==> config.mk <==
export PLATFORM = sky130hd
export DESIGN_NAME = d2q9_moments
export DESIGN_NICKNAME = d
export VERILOG_FILES = /design/src/design/d2q9_pkg.sv /design/src/design/d2q9_moments.sv
export SDC_FILE = /design/constraint.sdc
export NUM_CORES = 2
export LEC_CHECK = 0
export BUFFER_PORTS_ARGS = -buffer_cell sky130_fd_sc_hd__buf_2
export CORE_MARGIN = 1
export CORE_UTILIZATION = 55
export CTS_CLUSTER_DIAMETER = 200
export CTS_CLUSTER_SIZE = 25
export DETAILED_ROUTE_END_ITERATION = 8
export PLACE_DENSITY_LB_ADDON = 0.2
export SETUP_SLACK_MARGIN = 0.5
export SLEW_MARGIN = 20
export SYNTH_ARGS = -nofsm -noshare
export SYNTH_HDL_FRONTEND = slang
export SYNTH_SLANG_ARGS = --single-unit
export TNS_END_PERCENT = 50
==> constraint.sdc <==
create_clock -name clock -period 8.5 [get_ports clock]
set_clock_uncertainty 0.15 [all_clocks]
set_input_delay 0 -clock clock [delete_from_list [all_inputs] [get_ports clock]]
set_output_delay 0 -clock clock [all_outputs]
set_load 0.05 [all_outputs]
==> src/design/d2q9_pkg.sv <==
// Shared types, widths and saturation helper for the D2Q9 BGK collision pipeline.
package d2q9_pkg;

   localparam int POP_W         = 32;
   localparam int SUM_W         = 36;
   localparam int RATE_W        = 26;
   localparam int OMEGA_FRAC    = 24;
   localparam int FRAC_BITS_DEF = 24;
   localparam int NDIR          = 9;

   localparam logic [RATE_W-1:0] RATE_RESET = 26'd16777216;

   localparam logic signed [63:0] SAT_HI = 64'sd2147483647;
   localparam logic signed [63:0] SAT_LO = -64'sd2147483648;

   // one input word: the nine streamed populations
   typedef struct packed {
      logic signed [POP_W-1:0] pop_rest;
      logic signed [POP_W-1:0] pop_east;
      logic signed [POP_W-1:0] pop_north;
      logic signed [POP_W-1:0] pop_west;
      logic signed [POP_W-1:0] pop_south;
      logic signed [POP_W-1:0] pop_northeast;
      logic signed [POP_W-1:0] pop_northwest;
      logic signed [POP_W-1:0] pop_southwest;
      logic signed [POP_W-1:0] pop_southeast;
   } req_type;

   // one result word: the nine relaxed populations and the fault flag
   typedef struct packed {
      logic signed [POP_W-1:0] new_rest;
      logic signed [POP_W-1:0] new_east;
      logic signed [POP_W-1:0] new_north;
      logic signed [POP_W-1:0] new_west;
      logic signed [POP_W-1:0] new_south;
      logic signed [POP_W-1:0] new_northeast;
      logic signed [POP_W-1:0] new_northwest;
      logic signed [POP_W-1:0] new_southwest;
      logic signed [POP_W-1:0] new_southeast;
      logic                    density_fault;
   } rsp_type;

   // populations as a vector; direction q sits at index NDIR-1-q
   typedef logic [NDIR-1:0][POP_W-1:0] pop_vec_type;

   // data carried alongside the velocity divider
   typedef struct packed {
      pop_vec_type             pops;
      logic signed [POP_W-1:0] t_rest;
      logic signed [POP_W-1:0] t_axis;
      logic signed [POP_W-1:0] t_diag;
   } side_type;

   // clamp a wide signed value to 32 bits
   function automatic logic signed [POP_W-1:0] sat32(input logic signed [63:0] v);
      logic signed [POP_W-1:0] r;
      if (v > SAT_HI) begin
         r = SAT_HI[POP_W-1:0];
      end else if (v < SAT_LO) begin
         r = SAT_LO[POP_W-1:0];
      end else begin
         r = v[POP_W-1:0];
      end
      return r;
   endfunction

endpackage

==> src/design/d2q9_moments.sv <==
// Moment sums (density, momentum) and weighted density terms, four stages.
module d2q9_moments #(
   parameter int FRAC_BITS = d2q9_pkg::FRAC_BITS_DEF
) (
   input  logic                              clock,
   input  logic                              reset,
   input  logic                              in_valid,
   input  d2q9_pkg::req_type                 in_data,
   output logic                              out_valid,
   output logic signed [d2q9_pkg::SUM_W-1:0] out_rho,
   output logic signed [d2q9_pkg::SUM_W-1:0] out_jx,
   output logic signed [d2q9_pkg::SUM_W-1:0] out_jy,
   output d2q9_pkg::side_type                out_side
);

   localparam int  SW    = d2q9_pkg::SUM_W;
   localparam int  WW    = FRAC_BITS + 2;
   localparam int  PLW   = WW + 19;
   localparam int  PHW   = WW + 18;
   localparam longint ONE_L  = longint'(1) << FRAC_BITS;
   localparam longint W_REST = (8 * ONE_L + 9) / 18;
   localparam longint W_AXIS = (2 * ONE_L + 9) / 18;
   localparam longint W_DIAG = (2 * ONE_L + 36) / 72;
   localparam logic signed [WW-1:0] WGT [3] = '{
      W_REST[WW-1:0], W_AXIS[WW-1:0], W_DIAG[WW-1:0]};

   d2q9_pkg::pop_vec_type   fv;
   logic signed [31:0]      f [9];

   // stage 1: partial sums
   logic                    s1_valid_ff;
   d2q9_pkg::pop_vec_type   s1_pops_ff;
   logic signed [34:0]      s1_ra_ff, s1_ra_in;
   logic signed [33:0]      s1_rd_ff, s1_rd_in;
   logic signed [32:0]      s1_sx_ff, s1_sx_in, s1_sy_ff, s1_sy_in;
   logic signed [32:0]      s1_d1_ff, s1_d1_in, s1_d2_ff, s1_d2_in;

   // stage 2: density and momentum
   logic                    s2_valid_ff;
   d2q9_pkg::pop_vec_type   s2_pops_ff;
   logic signed [SW-1:0]    s2_rho_ff, s2_rho_in, s2_jx_ff, s2_jx_in, s2_jy_ff, s2_jy_in;

   // stage 3: split products rho * weight
   logic                    s3_valid_ff;
   d2q9_pkg::pop_vec_type   s3_pops_ff;
   logic signed [SW-1:0]    s3_rho_ff, s3_jx_ff, s3_jy_ff;
   logic signed [PLW-1:0]   s3_lo_ff [3];
   logic signed [PLW-1:0]   s3_lo_in [3];
   logic signed [PHW-1:0]   s3_hi_ff [3];
   logic signed [PHW-1:0]   s3_hi_in [3];

   // stage 4: weighted densities
   logic                    s4_valid_ff;
   d2q9_pkg::side_type      s4_side_ff, s4_side_in;
   logic signed [SW-1:0]    s4_rho_ff, s4_jx_ff, s4_jy_ff;
   logic signed [31:0]      t_in [3];

   assign fv = d2q9_pkg::pop_vec_type'(in_data);

   always_comb begin
      for (int q = 0; q < 9; q++) begin
         f[q] = $signed(fv[8-q]);
      end
   end

   always_comb begin
      s1_ra_in = 35'(f[0]) + 35'(f[1]) + 35'(f[2]) + 35'(f[3]) + 35'(f[4]);
      s1_rd_in = 34'(f[5]) + 34'(f[6]) + 34'(f[7]) + 34'(f[8]);
      s1_sx_in = 33'(f[1]) - 33'(f[3]);
      s1_sy_in = 33'(f[2]) - 33'(f[4]);
      s1_d1_in = 33'(f[5]) - 33'(f[7]);
      s1_d2_in = 33'(f[6]) - 33'(f[8]);
   end

   always_comb begin
      s2_rho_in = SW'(s1_ra_ff) + SW'(s1_rd_ff);
      s2_jx_in  = SW'(s1_sx_ff) + SW'(s1_d1_ff) - SW'(s1_d2_ff);
      s2_jy_in  = SW'(s1_sy_ff) + SW'(s1_d1_ff) + SW'(s1_d2_ff);
   end

   always_comb begin
      for (int i = 0; i < 3; i++) begin
         s3_lo_in[i] = PLW'($signed({1'b0, s2_rho_ff[17:0]})) * PLW'(WGT[i]);
         s3_hi_in[i] = PHW'($signed(s2_rho_ff[SW-1:18])) * PHW'(WGT[i]);
      end
   end

   // recombine the halves, drop fraction bits, saturate
   always_comb begin
      logic signed [63:0] full;
      for (int i = 0; i < 3; i++) begin
         full    = (64'(s3_hi_ff[i]) <<< 18) + 64'(s3_lo_ff[i]);
         t_in[i] = d2q9_pkg::sat32(full >>> FRAC_BITS);
      end
      s4_side_in.pops   = s3_pops_ff;
      s4_side_in.t_rest = t_in[0];
      s4_side_in.t_axis = t_in[1];
      s4_side_in.t_diag = t_in[2];
   end

   // valid bits
   always_ff @(posedge clock) begin
      if (reset) begin
         s1_valid_ff <= 1'b0;
         s2_valid_ff <= 1'b0;
         s3_valid_ff <= 1'b0;
         s4_valid_ff <= 1'b0;
      end else begin
         s1_valid_ff <= in_valid;
         s2_valid_ff <= s1_valid_ff;
         s3_valid_ff <= s2_valid_ff;
         s4_valid_ff <= s3_valid_ff;
      end
   end

   // payload
   always_ff @(posedge clock) begin
      s1_pops_ff <= fv;
      s1_ra_ff   <= s1_ra_in;
      s1_rd_ff   <= s1_rd_in;
      s1_sx_ff   <= s1_sx_in;
      s1_sy_ff   <= s1_sy_in;
      s1_d1_ff   <= s1_d1_in;
      s1_d2_ff   <= s1_d2_in;
      s2_pops_ff <= s1_pops_ff;
      s2_rho_ff  <= s2_rho_in;
      s2_jx_ff   <= s2_jx_in;
      s2_jy_ff   <= s2_jy_in;
      s3_pops_ff <= s2_pops_ff;
      s3_rho_ff  <= s2_rho_ff;
      s3_jx_ff   <= s2_jx_ff;
      s3_jy_ff   <= s2_jy_ff;
      for (int i = 0; i < 3; i++) begin
         s3_lo_ff[i] <= s3_lo_in[i];
         s3_hi_ff[i] <= s3_hi_in[i];
      end
      s4_side_ff <= s4_side_in;
      s4_rho_ff  <= s3_rho_ff;
      s4_jx_ff   <= s3_jx_ff;
      s4_jy_ff   <= s3_jy_ff;
   end

   assign out_valid = s4_valid_ff;
   assign out_rho   = s4_rho_ff;
   assign out_jx    = s4_jx_ff;
   assign out_jy    = s4_jy_ff;
   assign out_side  = s4_side_ff;

endmodule

After elaboration in Yosys (flattened, before gate mapping)
Memories as Yosys holds them, arrays and structs flattened.
Cells that the tools add are included.
Operators by class
  add/sub/neg operators: 19
  $mul: 6
  magnitude comparators: 6
  mux-type cells: 3
Operators with widths (number)
  $add A62 B45 Y63: 3
  $sub A32 B32 Y33: 4
  $gt A39 B32 Y1 const B: 3
  $lt A39 B32 Y1 const B: 3
  $mux W32: 3
  $mul A18 B22 Y40 const B: 2
  $mul A18 B21 Y39 const B: 2
  $add A33 B32 Y34: 2
  $add A33 B33 Y34: 2
  $add A32 B32 Y33: 2
  $mul A18 B19 Y37 const B: 1
  $add A35 B34 Y36: 1
  $mul A18 B18 Y36 const B: 1
  $add A34 B32 Y35: 1
  $add A34 B33 Y35: 1
  $add A35 B32 Y35: 1
  $sub A34 B33 Y35: 1
  $add A34 B32 Y34: 1
Word-level totals
  memory bits (writable): 255
  output and inout port bits: 493
  bits of input ports: 291
  memories kept: 2
  word-level logic and storage cells: 94
  flip-flop bits (word level): 1771
Memory list
  s3_hi_ff: words 3, width 44, read ports 3, clocked after Yosys merged registers in 0, write ports 3, line d2q9_moments.sv:49  | logic signed [PHW-1:0] s3_hi_ff [3];
  s3_lo_ff: words 3, width 41, read ports 3, clocked after Yosys merged registers in 0, write ports 3, line d2q9_moments.sv:47  | logic signed [PLW-1:0] s3_lo_ff [3];

Logic depth before layout (Yosys ltp)
  depth after elaboration: 4
  mapped depth: 25

Worst setup path before layout
Ideal clock, no wire load.
  kind: register to register
  start point: reg s2_rho_ff[15]
  end point: mem s3_lo_ff[0][79] (netlist bit)
  data arrival time: 6.017 ns
  stages on the path, launching flop included: 23
  setup slack: 2.261 ns
  path buffers: 0
  library setup time: 0.072 ns
  data required time: 8.278 ns
  cells stage by stage: dfxtp_1 -> inv_1 -> fa_1 -> inv_1 -> ha_1 -> inv_1 -> fa_1 -> fa_1 -> inv_1 -> fa_1 -> fa_1 -> ha_1 -> a21o_1 -> a21o_1 -> a21o_1 -> a21oi_1 -> o211ai_1 -> o21bai_2 -> a31oi_2 -> o21ai_2 -> or4_4 -> a31oi_1 -> xnor2_1
RTL lines
  from (decl): line d2q9_moments.sv:41  | logic signed [SW-1:0] s2_rho_ff, s2_rho_in, s2_jx_ff, s2_jx_in, s2_jy_ff, s2_jy_in;
  from (signal assigned): line d2q9_moments.sv:126  | s2_rho_ff <= s2_rho_in;
  to (decl): line d2q9_moments.sv:47

==> results.yml <==
worst_hold_path:
  worstHoldEndpoint: "s1_sx_ff[1]"
  hold_path_startpoint: "in_data[161]"
  hp-class: "in2reg"
  whs_path_depth: 4
synthesis:
  ys.warnings.count: 0
  syn-mean-instance-area_um2: 11.86
  yosysSeqAreaShare_pct: 49.50
  yosysUniqueCellTypes: 97
  synth-adder-area-share_pct: 26.83
  synth-async-reset-ratio_pct: 0
  synth_common_cells: "dfxtp_1 (1883), inv_1 (857), ha_1 (777)"
  yosysMostFrequentCell: "dfxtp_1"
  combinational_family_with_the_most_area_after_synthesis: "adder cells"
  synth_compound_gate_area_share_pct: 9.227
  yosys-top-cells-area: "dfxtp_1 (50%), fa_1 (14%), ha_1 (13%), inv_1 (4.2%), xnor2_1 (2.9%)"
  synthesis.instances: 6423
  synth-seq-cells: 1883
  synth.area.mux_share_pct: 0.08380
  yosys.area.top_type_share_pct: 49.50
  synth-edff-count: 0
  syn_area_um2: 76150
  synth_largest_area_cell: "dfxtp_1"
  post_synth_xor_area_fraction_pct: 4.336
  postSynth.topFlopCell: "dfxtp_1"
  synthesis.nets: 8026
  synth_simple_gate_area_share_pct: 5.535
die:
  floorplan.die.height_um: 374.1
  die_area_um2: 139900
  floorplan.io_pins: 784
  placement_row_count: 136
  fp.coreArea_um2: 137500
  initial_core_util_pct: 55.39
  die_w_um: 374.1
layout:
  area_growth_syn_to_layout_pct: 18.56
  n_fill_cell: 10250
  final_layout_size_suffix_gt1_share_pct: 12.07
  final_net_count: 9432
timing:
  worst_slew_margin_rel_pct: 38.25
  totalNegativeSetupSlack_ns: 0
  finalHoldViolations: 0
  timing.final.crit_share_pct: 80.15
  grt_setup_unrepaired: "no"
  timing.fmax_mhz: 146.8
  worst_slew_pin_slew_ns: 0.9184
  final-max-slew-violation-count: 0
  setup_viol: 0
  min_period_ns: 6.813
grt:
  number_of_antenna_violations_at_the_first_check_in_global_routing: 18
  global_route.overflow_total: 0
  maximum_number_of_pins_on_one_net_before_global_route_repair: 32
  first_global_vias: 52550
  grt_util_all_layers_pct: 29.27
  grt_pass1_wl_um: 309300
route:
  wirelength_um: 205200
  drt-initial-drc-count: 2746
  drt-wirelength-per-cell_um: 21.29
  firstDrtPassIters: 7
  ant_nets: 0
  num_vias: 49570
  drcViolationCount: 0
  detail_route.vias_per_cell: 5.144
setup_path:
  reg2reg_to: "s3_lo_ff[0][79]"
  timing.critical_path.slowest_stage_cell: "dfxtp_1"
  cp.arrival_ns: 7.32
  critPathRequiredTime_ns: 9.01
  start_kind: "flip-flop"
  critical_path_type: "reg2reg"
  crit_path_max_incr_delay_ns: 0.58
  timing.critical_path.mode_cell: "fa_1"
  timing.critical_path.fanout_max: 8
  worst-r2r-cell-count: 22
  endpoint_kind: "flip-flop"
  timing.critical_path.cells: "inv_1 > fa_1 > inv_1 > ha_1 > inv_1 > fa_1 > fa_1 > inv_1 > fa_1 > fa_1 > ha_1 > a21o_1 > a21o_1 > a21o_1 > a21oi_1 > o211ai_1 > o21bai_2 > a31oi_2 > o21ai_2 > or4_4 > a31oi_1 > xnor2_1"
  crit-reg2reg-launch: "s2_rho_ff[16]"
  regToRegSetupSlack_ns: 1.69
cts:
  clk_pin_slew_worst_paths_ns: 0.11
  number_of_resized_instances_in_the_post_cts_repair_step: 0
  clkLatencyLatePin_ns: 0.76
  clock-root-buffer: "clkbuf_16"
  cts_max_path_buffers: 3
  cts.hold.buffers_added: 580
  cts_max_level: 3
  cts_inserted_buffers: 85
  cts_tree: "built"
  cts_post_setup_buffers_inserted: 0
  clock-sinks: 1883
place:
  place.detailed.hpwl_um: 156700
  portBuffers: 783
  finalWeightedCongestion: 0.9205
run_status:
  outcome: "finished, final reports clean"
job:
  max-cap-violations: 0
worst max-delay path, delay by kind of cell (launching register included):
| kind | cells | cell delay (ns) |
|---|---|---|
| adders and majority gates | 7 | 3.34 |
| AOI/OAI and AO/OA | 9 | 1.67 |
| DFF | 1 | 0.58 |
| and+or+nand+nor | 1 | 0.44 |
| buffers and inverters | 4 | 0.40 |
| xor gates and xnor gates | 1 | 0.14 |
layout make-up:
cell class                 count  area [um2]  share of cell area (%)
sequential                  1883       37700                   41.75
multi-input combinational   3636       35050                   38.82
timing repair buffer        1366        9747                   10.80
inverter                     857        3217                   3.563
tap                         1794        2245                   2.486
clock buffer                  86        2152                   2.384
clock inverter                 7       162.7                  0.1802
antenna                        7       17.52                 0.01940
layout by cell type, fill, tap and decap left out, drive strengths merged, types with 161 or more instances in the layout:
| cell | n |
|---|---|
| dlygate4sd3 | 580 |
| a21o | 161 |
| inv | 859 |
| ha | 777 |
| fa | 535 |
| a21oi | 296 |
| xnor2 | 255 |
| o21ai | 252 |
| nand2 | 189 |
| nor2 | 250 |
| dfxtp | 1883 |
| buf | 786 |
routing by layer:
layer | vias to the layer above | track usage (%) | wire (um)
met3 | 364 | 5.820 | 12410
met4 | 12 | 10.50 | 7984
li1 | 23840 | - | -
met1 | 23970 | 36.17 | 85790
met2 | 1383 | 50.59 | 98880
met5 | - | 0 | 87
metrics by stage:
stage	util, %	instance area, um2	instances	worst slack (ns)	hold slack [ns]
3_5_place_dp	59.74	82140	8956	1.755	-0.02920
5_1_grt	65.66	90280	9633	1.297	0.04318
3_3_place_gp	59.74	82140	8956	1.833	-0.02382
4_1_cts	65.65	90260	9629	1.673	0.004497
6_report	65.66	90280	9636	1.687	0.05394
2_1_floorplan	-	76150	6423	2.261	-0.1223
flip-flops by register name (all words and copies together), names as in the netlist, 36 cells and up:
signal      cells
out_rho        36
out_side      384
s1_pops_ff    288
s2_pops_ff    288
s2_rho_ff      36
s3_hi_ff       73
s3_lo_ff       39
s3_pops_ff    288
s3_rho_ff      36
how the worst max path moves through the flow:
stage | from | to | cells past startpoint
2_1_floorplan | s2_rho_ff[15] | s3_lo_ff[0][79] | 22
3_3_place_gp | s2_rho_ff[16] | s3_lo_ff[0][79] | 22
3_5_place_dp | s2_rho_ff[16] | s3_lo_ff[0][79] | 22
4_1_cts | s2_rho_ff[16] | s3_lo_ff[0][79] | 22
5_1_grt | s2_rho_ff[16] | s3_lo_ff[0][79] | 22
6_report | s2_rho_ff[16] | s3_lo_ff[0][79] | 22
logic make-up after synthesis:
kind of cell	Yosys count
flip-flops	1883
AND/OR/NAND/NOR	861
adder cells (fa/ha/maj)	1312
multiplexers	6
XOR/XNOR	377
buffers and inverters	904
AO/OA/AOI/OAI	1080
Power is left out: the tool's default activity adds up to more than one toggle a clock period on the data nets, which glitch-free logic cannot reach.
